`src/hdl/mkslpd_pkg.sv`:
```
// Shared types and constants for the multi-key short/long press detector.
// No dependencies; every other file in hdl/ refers to this package by scope.
package mkslpd_pkg;

  // Widths of the request and response payload fields.
  localparam int unsigned OpW        = 1;
  localparam int unsigned KeyLevelsW = 4;
  localparam int unsigned KeyStatesW = 8;
  localparam int unsigned ShownKeys  = 4;

  // Configuration port.
  localparam int unsigned CfgIdxW   = 2;
  localparam int unsigned CfgDataW  = 16;
  localparam int unsigned ThreshW   = 16;

  localparam logic [CfgIdxW-1:0] CfgLongIdx    = 2'd0;
  localparam logic [CfgIdxW-1:0] CfgMinIdx     = 2'd1;
  localparam logic [CfgIdxW-1:0] CfgReleaseIdx = 2'd2;

  localparam logic [ThreshW-1:0] LongResetVal = 16'd100;
  localparam logic [ThreshW-1:0] MinResetVal  = 16'd2;
  localparam logic               RelResetVal  = 1'b1;

  typedef enum logic [OpW-1:0] {
    OpScan  = 1'b0,
    OpClear = 1'b1
  } op_e;

  typedef enum logic [1:0] {
    KeyReleased = 2'd0,
    KeyShort    = 2'd1,
    KeyLong     = 2'd2
  } key_state_e;

  // Thresholds and polarity seen by every lane.
  typedef struct packed {
    logic [ThreshW-1:0] long_ticks;
    logic [ThreshW-1:0] min_ticks;
    logic               release_level;
  } cfg_t;

  // Per-lane update strobes for one accepted request.
  typedef struct packed {
    logic scan;
    logic clear;
  } lane_ctrl_t;

endpackage

```
`src/hdl/mkslpd_if.sv`:
```
// Valid/ready channel interfaces for the press detector request and response.
// Depends on mkslpd_pkg for the field widths.
interface mkslpd_req_if;
  logic                                 valid;
  logic                                 ready;
  logic [mkslpd_pkg::OpW-1:0]           operation;
  logic [mkslpd_pkg::KeyLevelsW-1:0]    key_levels;
  logic [mkslpd_pkg::KeyLevelsW-1:0]    clear_mask;

  modport source (output valid, output operation, output key_levels, output clear_mask,
                  input ready);
  modport sink   (input valid, input operation, input key_levels, input clear_mask,
                  output ready);
endinterface

interface mkslpd_rsp_if;
  logic                                 valid;
  logic                                 ready;
  logic [mkslpd_pkg::KeyStatesW-1:0]    key_states;
  logic                                 any_event;

  modport source (output valid, output key_states, output any_event, input ready);
  modport sink   (input valid, input key_states, input any_event, output ready);
endinterface

```
`src/hdl/multi_key_short_long_press_detector_core.sv`:
```
// Multi-key short/long press detector: one lane per key plus a merging output stage.
// Latency: a request's response is valid in the cycle after it is accepted.
// Throughput: one request per cycle unless rsp_o stalls; one output reg, refilled on drain.
// Reset: counters zero, all keys armed and released, thresholds 100 and 2, release level 1.
// Depends on mkslpd_pkg, mkslpd_if, mkslpd_lane and mkslpd_merge.
module multi_key_short_long_press_detector_core #(
  parameter int unsigned NUM_KEYS    = 4,
  parameter int unsigned COUNT_WIDTH = 16
) (
  input  logic                                clk_i,
  input  logic                                rst_ni,
  input  logic                                cfg_we_i,
  input  logic [mkslpd_pkg::CfgIdxW-1:0]      cfg_idx_i,
  input  logic [mkslpd_pkg::CfgDataW-1:0]     cfg_wdata_i,
  mkslpd_req_if.sink                          req_i,
  mkslpd_rsp_if.source                        rsp_o
);

  mkslpd_pkg::cfg_t       cfg_q, cfg_d;
  mkslpd_pkg::lane_ctrl_t ctrl;
  mkslpd_pkg::key_state_e lane_state [NUM_KEYS];
  logic                   req_fire;
  logic                   can_load;

  always_comb begin
    cfg_d = cfg_q;
    if (cfg_we_i) begin
      unique case (cfg_idx_i)
        mkslpd_pkg::CfgLongIdx:    cfg_d.long_ticks    = cfg_wdata_i;
        mkslpd_pkg::CfgMinIdx:     cfg_d.min_ticks     = cfg_wdata_i;
        mkslpd_pkg::CfgReleaseIdx: cfg_d.release_level = cfg_wdata_i[0];
        default:                   cfg_d = cfg_q;
      endcase
    end
  end

  always_ff @(posedge clk_i or negedge rst_ni) begin
    if (!rst_ni) begin
      cfg_q.long_ticks    <= mkslpd_pkg::LongResetVal;
      cfg_q.min_ticks     <= mkslpd_pkg::MinResetVal;
      cfg_q.release_level <= mkslpd_pkg::RelResetVal;
    end else begin
      cfg_q <= cfg_d;
    end
  end

  assign req_i.ready = can_load;
  assign req_fire    = req_i.valid && can_load;
  assign ctrl.scan   = req_fire && (req_i.operation == mkslpd_pkg::OpScan);
  assign ctrl.clear  = req_fire && (req_i.operation == mkslpd_pkg::OpClear);

  for (genvar k = 0; k < NUM_KEYS; k++) begin : g_lane
    logic                   level;
    mkslpd_pkg::lane_ctrl_t lane_ctrl;

    // Keys beyond the request's fields read as level low and are never cleared.
    if (k < mkslpd_pkg::KeyLevelsW) begin : g_wired
      assign level           = req_i.key_levels[k];
      assign lane_ctrl.scan  = ctrl.scan;
      assign lane_ctrl.clear = ctrl.clear && req_i.clear_mask[k];
    end else begin : g_extra
      assign level           = 1'b0;
      assign lane_ctrl.scan  = ctrl.scan;
      assign lane_ctrl.clear = 1'b0;
    end

    mkslpd_lane #(
      .COUNT_WIDTH (COUNT_WIDTH)
    ) u_lane (
      .clk_i     (clk_i),
      .rst_ni    (rst_ni),
      .cfg_i     (cfg_q),
      .ctrl_i    (lane_ctrl),
      .pressed_i (level != cfg_q.release_level),
      .state_d_o (lane_state[k])
    );
  end

  mkslpd_merge #(
    .NUM_KEYS (NUM_KEYS)
  ) u_merge (
    .clk_i        (clk_i),
    .rst_ni       (rst_ni),
    .load_i       (req_fire),
    .lane_state_i (lane_state),
    .out_ready_i  (rsp_o.ready),
    .out_valid_o  (rsp_o.valid),
    .can_load_o   (can_load),
    .key_states_o (rsp_o.key_states),
    .any_event_o  (rsp_o.any_event)
  );

endmodule

```
`src/hdl/mkslpd_lane.sv`:
```
// One key lane: saturating hold counter, long-press arm flag and event state.
// Depends on mkslpd_pkg for the configuration and control structs.
module mkslpd_lane #(
  parameter int unsigned COUNT_WIDTH = 16
) (
  input  logic                    clk_i,
  input  logic                    rst_ni,
  input  mkslpd_pkg::cfg_t        cfg_i,
  input  mkslpd_pkg::lane_ctrl_t  ctrl_i,
  input  logic                    pressed_i,
  output mkslpd_pkg::key_state_e  state_d_o
);

  localparam int unsigned CmpW = (COUNT_WIDTH > mkslpd_pkg::ThreshW) ?
                                 COUNT_WIDTH : mkslpd_pkg::ThreshW;

  logic [COUNT_WIDTH-1:0] held_q, held_d, held_inc;
  logic                   armed_q, armed_d;
  mkslpd_pkg::key_state_e state_q, state_d;

  assign held_inc = (&held_q) ? held_q : held_q + 1'b1;

  always_comb begin
    held_d  = held_q;
    armed_d = armed_q;
    state_d = state_q;
    if (ctrl_i.scan) begin
      if (pressed_i) begin
        held_d = held_inc;
        // Once the long event has fired, the state drops back while the key stays down.
        if (!armed_q) begin
          state_d = mkslpd_pkg::KeyReleased;
        end else if (CmpW'(held_inc) >= CmpW'(cfg_i.long_ticks)) begin
          state_d = mkslpd_pkg::KeyLong;
          armed_d = 1'b0;
        end
      end else begin
        if (armed_q) begin
          if (state_q != mkslpd_pkg::KeyLong &&
              CmpW'(held_q) >= CmpW'(cfg_i.min_ticks)) begin
            state_d = mkslpd_pkg::KeyShort;
          end else begin
            state_d = mkslpd_pkg::KeyReleased;
          end
        end
        held_d  = '0;
        armed_d = 1'b1;
      end
    end else if (ctrl_i.clear) begin
      state_d = mkslpd_pkg::KeyReleased;
    end
  end

  always_ff @(posedge clk_i or negedge rst_ni) begin
    if (!rst_ni) begin
      held_q  <= '0;
      armed_q <= 1'b1;
      state_q <= mkslpd_pkg::KeyReleased;
    end else begin
      held_q  <= held_d;
      armed_q <= armed_d;
      state_q <= state_d;
    end
  end

  assign state_d_o = state_d;

endmodule

```
`src/hdl/mkslpd_merge.sv`:
```
// Merges the lane states into the response and holds it in the output register.
// Depends on mkslpd_pkg for the key state codes and payload widths.
module mkslpd_merge #(
  parameter int unsigned NUM_KEYS = 4
) (
  input  logic                                 clk_i,
  input  logic                                 rst_ni,
  input  logic                                 load_i,
  input  mkslpd_pkg::key_state_e               lane_state_i [NUM_KEYS],
  input  logic                                 out_ready_i,
  output logic                                 out_valid_o,
  output logic                                 can_load_o,
  output logic [mkslpd_pkg::KeyStatesW-1:0]    key_states_o,
  output logic                                 any_event_o
);

  logic                                 valid_q, valid_d;
  logic [mkslpd_pkg::KeyStatesW-1:0]    states_q, states_d;
  logic                                 any_q, any_d;

  // Only the first four keys are visible in the packed field; all keys feed the flag.
  always_comb begin
    states_d = '0;
    any_d    = 1'b0;
    for (int unsigned k = 0; k < NUM_KEYS; k++) begin
      if (k < mkslpd_pkg::ShownKeys) begin
        states_d[2*k +: 2] = lane_state_i[k];
      end
      if (lane_state_i[k] != mkslpd_pkg::KeyReleased) begin
        any_d = 1'b1;
      end
    end
  end

  assign can_load_o = !valid_q || out_ready_i;
  assign valid_d    = load_i || (valid_q && !out_ready_i);

  always_ff @(posedge clk_i or negedge rst_ni) begin
    if (!rst_ni) begin
      valid_q <= 1'b0;
    end else begin
      valid_q <= valid_d;
    end
  end

  always_ff @(posedge clk_i) begin
    if (load_i) begin
      states_q <= states_d;
      any_q    <= any_d;
    end
  end

  assign out_valid_o  = valid_q;
  assign key_states_o = states_q;
  assign any_event_o  = any_q;

endmodule
```
`src/flat_wrapper.sv`:
```
// flat-port wrapper written by rule: the top's interface ports become plain ports
module multi_key_short_long_press_detector_core_flat 
#(
  parameter int unsigned NUM_KEYS    = 4,
  parameter int unsigned COUNT_WIDTH = 16
)
  (clk_i, rst_ni, cfg_we_i, cfg_idx_i, cfg_wdata_i, req_i_valid, req_i_operation, req_i_key_levels, req_i_clear_mask, req_i_ready, rsp_o_valid, rsp_o_key_states, rsp_o_any_event, rsp_o_ready);
  mkslpd_req_if req_i_i ();
  mkslpd_rsp_if rsp_o_i ();
  input  logic clk_i;
  input  logic rst_ni;
  input  logic cfg_we_i;
  input  logic [mkslpd_pkg::CfgIdxW-1:0] cfg_idx_i;
  input  logic [mkslpd_pkg::CfgDataW-1:0] cfg_wdata_i;
  input wire logic [$bits(req_i_i.valid)-1:0] req_i_valid;
  input wire logic [$bits(req_i_i.operation)-1:0] req_i_operation;
  input wire logic [$bits(req_i_i.key_levels)-1:0] req_i_key_levels;
  input wire logic [$bits(req_i_i.clear_mask)-1:0] req_i_clear_mask;
  output wire logic [$bits(req_i_i.ready)-1:0] req_i_ready;
  output wire logic [$bits(rsp_o_i.valid)-1:0] rsp_o_valid;
  output wire logic [$bits(rsp_o_i.key_states)-1:0] rsp_o_key_states;
  output wire logic [$bits(rsp_o_i.any_event)-1:0] rsp_o_any_event;
  input wire logic [$bits(rsp_o_i.ready)-1:0] rsp_o_ready;
  assign req_i_i.valid = req_i_valid;
  assign req_i_i.operation = req_i_operation;
  assign req_i_i.key_levels = req_i_key_levels;
  assign req_i_i.clear_mask = req_i_clear_mask;
  assign req_i_ready = req_i_i.ready;
  assign rsp_o_valid = rsp_o_i.valid;
  assign rsp_o_key_states = rsp_o_i.key_states;
  assign rsp_o_any_event = rsp_o_i.any_event;
  assign rsp_o_i.ready = rsp_o_ready;
  multi_key_short_long_press_detector_core #(.NUM_KEYS(NUM_KEYS), .COUNT_WIDTH(COUNT_WIDTH)) u_core (.clk_i(clk_i), .rst_ni(rst_ni), .cfg_we_i(cfg_we_i), .cfg_idx_i(cfg_idx_i), .cfg_wdata_i(cfg_wdata_i), .req_i(req_i_i), .rsp_o(rsp_o_i));
endmodule
```
`config.mk`:
```
export PLATFORM = sky130hd
export DESIGN_NAME = multi_key_short_long_press_detector_core_flat
export DESIGN_NICKNAME = d
export VERILOG_FILES = /design/src/hdl/mkslpd_pkg.sv /design/src/hdl/mkslpd_if.sv /design/src/hdl/multi_key_short_long_press_detector_core.sv /design/src/hdl/mkslpd_lane.sv /design/src/hdl/mkslpd_merge.sv /design/src/flat_wrapper.sv
export SDC_FILE = /design/constraint.sdc
export NUM_CORES = 1
export LEC_CHECK = 0
export BUFFER_PORTS_ARGS = -buffer_cell sky130_fd_sc_hd__buf_2
export CAP_MARGIN = 10
export CORE_MARGIN = 2
export CORE_UTILIZATION = 68
export DETAILED_ROUTE_END_ITERATION = 8
export GPL_ROUTABILITY_DRIVEN = 0
export PLACE_DENSITY = 0.87
export SLEW_MARGIN = 30
export SYNTH_ARGS = -nofsm -noshare
export SYNTH_HDL_FRONTEND = slang
export SYNTH_SLANG_ARGS = --single-unit
```
`constraint.sdc`:
```
create_clock -name clk_i -period 9.13 [get_ports clk_i]
set_input_delay 1.826 -clock clk_i [delete_from_list [all_inputs] [get_ports clk_i]]
set_output_delay 1.826 -clock clk_i [all_outputs]
set_load 0.02 [all_outputs]
```
==> metrics.csv <==
stage,metric,value,unit
clock_network,"Reg clk slew, reported paths",50,ps
critical_path,R2R depth,15,
min_path,hold path start,u_core.cfg_q[7],
cells_and_area,layout cells sized above 1,0.110,
critical_path,Worst Setup Start Kind,flip-flop,
floorplanning,Starting Density,0.689,
critical_path,Worst Path Buf+Inv,0,
synth,register area share after synthesis,0.335,
clock_network,hold_buf cts,0,
sta,Rel. slew slack,0.388,
grt,routing usage on met2,0.566,
detailed_routing,drt drc,0,
clock_network,Clock Sinks,119,
critical_path,CP max stage delay,520,ps
placed_design,pre-CTS WS,4360,ps
floorplanning,Die Wd,119,µm
detailed_routing,DR iter-0 viols,1129,
critical_path,"CP delay by family, top",simple AND/OR/NAND/NOR gates,
critical_path,Reg2Reg Launch Point,u_core.g_lane[3].u_lane.held_q[0],
sta,Setup Skew,7.67,ps
clock_network,htree depth,4,
pwr,Pleak,4.65,nW
floorplanning,FP Rows,42,
critical_path,FF-to-FF End,u_core.u_merge.any_event_o,
clock_network,# Post-CTS Setup Buffers,0,
placed_design,Post-DP HPWL,18300,µm
sta,Max Freq,208,MHz
min_path,worst hold path type,reg -> reg,
grt,met1 usage,0.511,
sta,Final Cycle Share,0.526,
synth,post-synth top area cell,dfrtp_1,
critical_path,CP endpoint kind,flip-flop,
grt,global-route wire length before repair,41000,µm
synth,"Top FF cell, synth",dfrtp_1,
placed_design,port bufs,42,
sta,setup ws final,4320,ps
detailed_routing,Via Count,8353,
critical_path,CP Max Fanout,6,
cells_and_area,Final nets,1200,
synth,Syn Area/Cell,9.03,µm²
critical_path,arrival time of the worst setup path,4970,ps
floorplanning,die footprint,14300,µm²
sta,RSZ-0062 raised after global routing,false,
synth,ys async rst share,0.924,
detailed_routing,drt via density,6.82,
sta,Fin Setup TNS,0,ps
detailed_routing,drt pass-1 iters,6,
critical_path,Slowest cell on crit path,o21ai_0,
synth,Syn Std Cell Area,9060,µm²
synth,Post-synth EDFFs,9,
cells_and_area,antenna diode count,0,
clock_network,cts bufs inserted,17,
floorplanning,DIE HEIGHT,119,µm
grt,gr usage total,0.379,
min_path,Hold Path Sink,u_core.cfg_q[7],
floorplanning,Core ar.,13100,µm²
sta,Final Max Slew Viols,0,
detailed_routing,Antenna Nets Post-Route,0,
pwr,worst vdd ir,0.174,mV
clock_network,clk_lat worst skew,430,ps
synth,syn nets,1167,
grt,most used routing layer,met2,
synth,Unique masters post-synth,64,
cells_and_area,layout overhead on the synthesized area,10.0,%
job,Max Cap Violations,0,
synth,yosys warns,0,
floorplanning,top-level port count,43,
pwr,power per cell area,183,nW/µm²
critical_path,"Cell Chain, Critical Path",ha_1 -> and2_1 -> nand4_1 -> o21ai_0 -> nor2_1 -> nand3_1 -> xnor2_1 -> ha_1 -> nand2_1 -> nor3_2 -> or4b_1 -> and3_4 -> a311o_1 -> or4_1 -> or4_1,
clock_network,CTS tree,built,
grt,largest net degree at the start of global routing,80,
detailed_routing,DRT Wirelength,26300,µm
critical_path,reg2reg setup slack,4320,ps
synth,#FFs+latches synth,119,
critical_path,Worst Path Required,9300,ps
grt,vias in the first global route,7893,
sta,Slew @ Worst Pin,906,ps
sta,final hold viol count,0,
detailed_routing,WL per Instance,21.5,µm
min_path,Hold Path Depth,1,
grt,grt met3 use,0.0896,
sta,Final min period,4810,ps
run_status,status,"complete, no violations",
synth,Mapped Cells,1003,
grt,antenna violations before repair,0,
synth,Yosys top cell area share,0.279,
synth,synth top area cells,"dfrtp_1, ha_1, o21ai_0",
clock_network,Bufs on Longest Clock Path,2,
clock_network,root buf cell,clkbuf_16,
critical_path,kind of critical path,reg -> reg,
sta,endpoints failing setup,0,
clock_network,cts repair resizes,0,
grt,Overflow after GRT,0,
cell families after synthesis:
family / share of synthesized area
AND/OR/NAND/NOR: 0.170
AO/OA/AOI/OAI: 0.196
adder cells (fa/ha/maj): 0.182
flip-flops: 0.335
buffers and inverters: 0.0372
XOR/XNOR: 0.0512
multiplexers: 0.0286
sequential cells by signal (all words and copies together), names as in the netlist:
name / flops
u_core.g_lane.u_lane.held_q: 64
u_core.g_lane.u_lane.armed_q: 4
u_core.cfg_q: 33
u_core.u_merge.key_states_o: 8
u_core.u_merge.any_event_o: 1
u_core.u_merge.out_valid_o: 1
u_core.g_lane.u_lane.state_q: 8
cells in the mapped netlist (all sizes together), types with 12 or more instances:
cell type	instances
mux2	23
o21ai	93
and3	12
o31ai	19
nand4	25
nor2b	13
clkbuf	31
dfrtp	101
nor3	12
a22o	29
ha	132
nand3	41
inv	55
a21oi	71
xnor2	43
nand2	106
a31oi	20
nand2b	14
nor2	44
layout make-up:
cell class | instances | area, µm²
Timing Repair Buffer | 48 | 262
Clock buffer | 28 | 507
Tap cell | 176 | 220
Sequential cell | 119 | 3030
Multi-Input combinational cell | 795 | 5710
Clock inverter | 4 | 20.0
Inverter | 55 | 206
Fill cell | 914 | 3170
placed cells by master, fill, tap and decap left out, types with 7 or more instances in the layout:
cell	synthesis	routed
nor2b_1	13	13
clkbuf_16	0	17
a2111oi_0	7	7
xnor2_1	43	41
inv_1	55	55
nor2_1	44	44
dfstp_2	9	9
o21a_1	9	9
a31oi_1	19	19
o21ai_0	83	83
nand2_1	106	106
dfrtp_1	101	101
edfxtp_1	9	9
xor2_1	10	10
o31ai_1	19	19
and3_1	11	11
clkbuf_1	30	7
mux2_2	21	21
buf_2	1	41
nand4_1	24	24
a22o_1	29	29
nor3_1	11	11
nand2b_1	14	13
o21ai_1	10	10
nand3_1	41	41
ha_1	132	132
a21oi_1	71	71
through the flow:
stage          area (µm²)   util  total power [mW]  hold slack [ps]  instances
3_3_place_gp         9420  0.717              1.17              487       1193
3_5_place_dp         9440  0.718              1.20              494       1193
4_1_cts              9960  0.758              1.81              505       1225
2_1_floorplan        9060      -              1.00              479       1003
5_1_grt              9960  0.758              1.91              513       1225
6_report             9960  0.758              1.83              505       1225
metal layers:
| layer | up-vias | routed length [µm] |
|---|---|---|
| met5 | - | 0 |
| met4 | 0 | 1460 |
| met3 | 127 | 3070 |
| met2 | 562 | 11400 |
| met1 | 3885 | 10400 |
| li1 | 3779 | - |
power by group:
group | leakage [nW] | internal [mW] | switching (mW)
sequential | 1.52 | 0.603 | 0.0662
clock | 0.262 | 0.373 | 0.234
combinational | 2.87 | 0.205 | 0.346
worst max-delay path by stage:
| stage | from | cells past startpoint | end | slack [ps] |
|---|---|---|---|---|
| after floorplan | u_core.g_lane[3].u_lane.held_q[3] | 16 | u_core.u_merge.any_event_o | 4750 |
| after global routing | u_core.g_lane[2].u_lane.held_q[3] | 13 | u_core.u_merge.any_event_o | 4000 |
| after global placement | rsp_o_ready | 10 | u_core.u_merge.any_event_o | 4440 |
| after CTS | u_core.g_lane[3].u_lane.held_q[0] | 15 | u_core.u_merge.any_event_o | 4390 |
| after detailed placement | rsp_o_ready | 10 | u_core.u_merge.any_event_o | 4360 |
| final | u_core.g_lane[3].u_lane.held_q[0] | 15 | u_core.u_merge.any_event_o | 4320 |
Power figures use the tool's default switching activity.
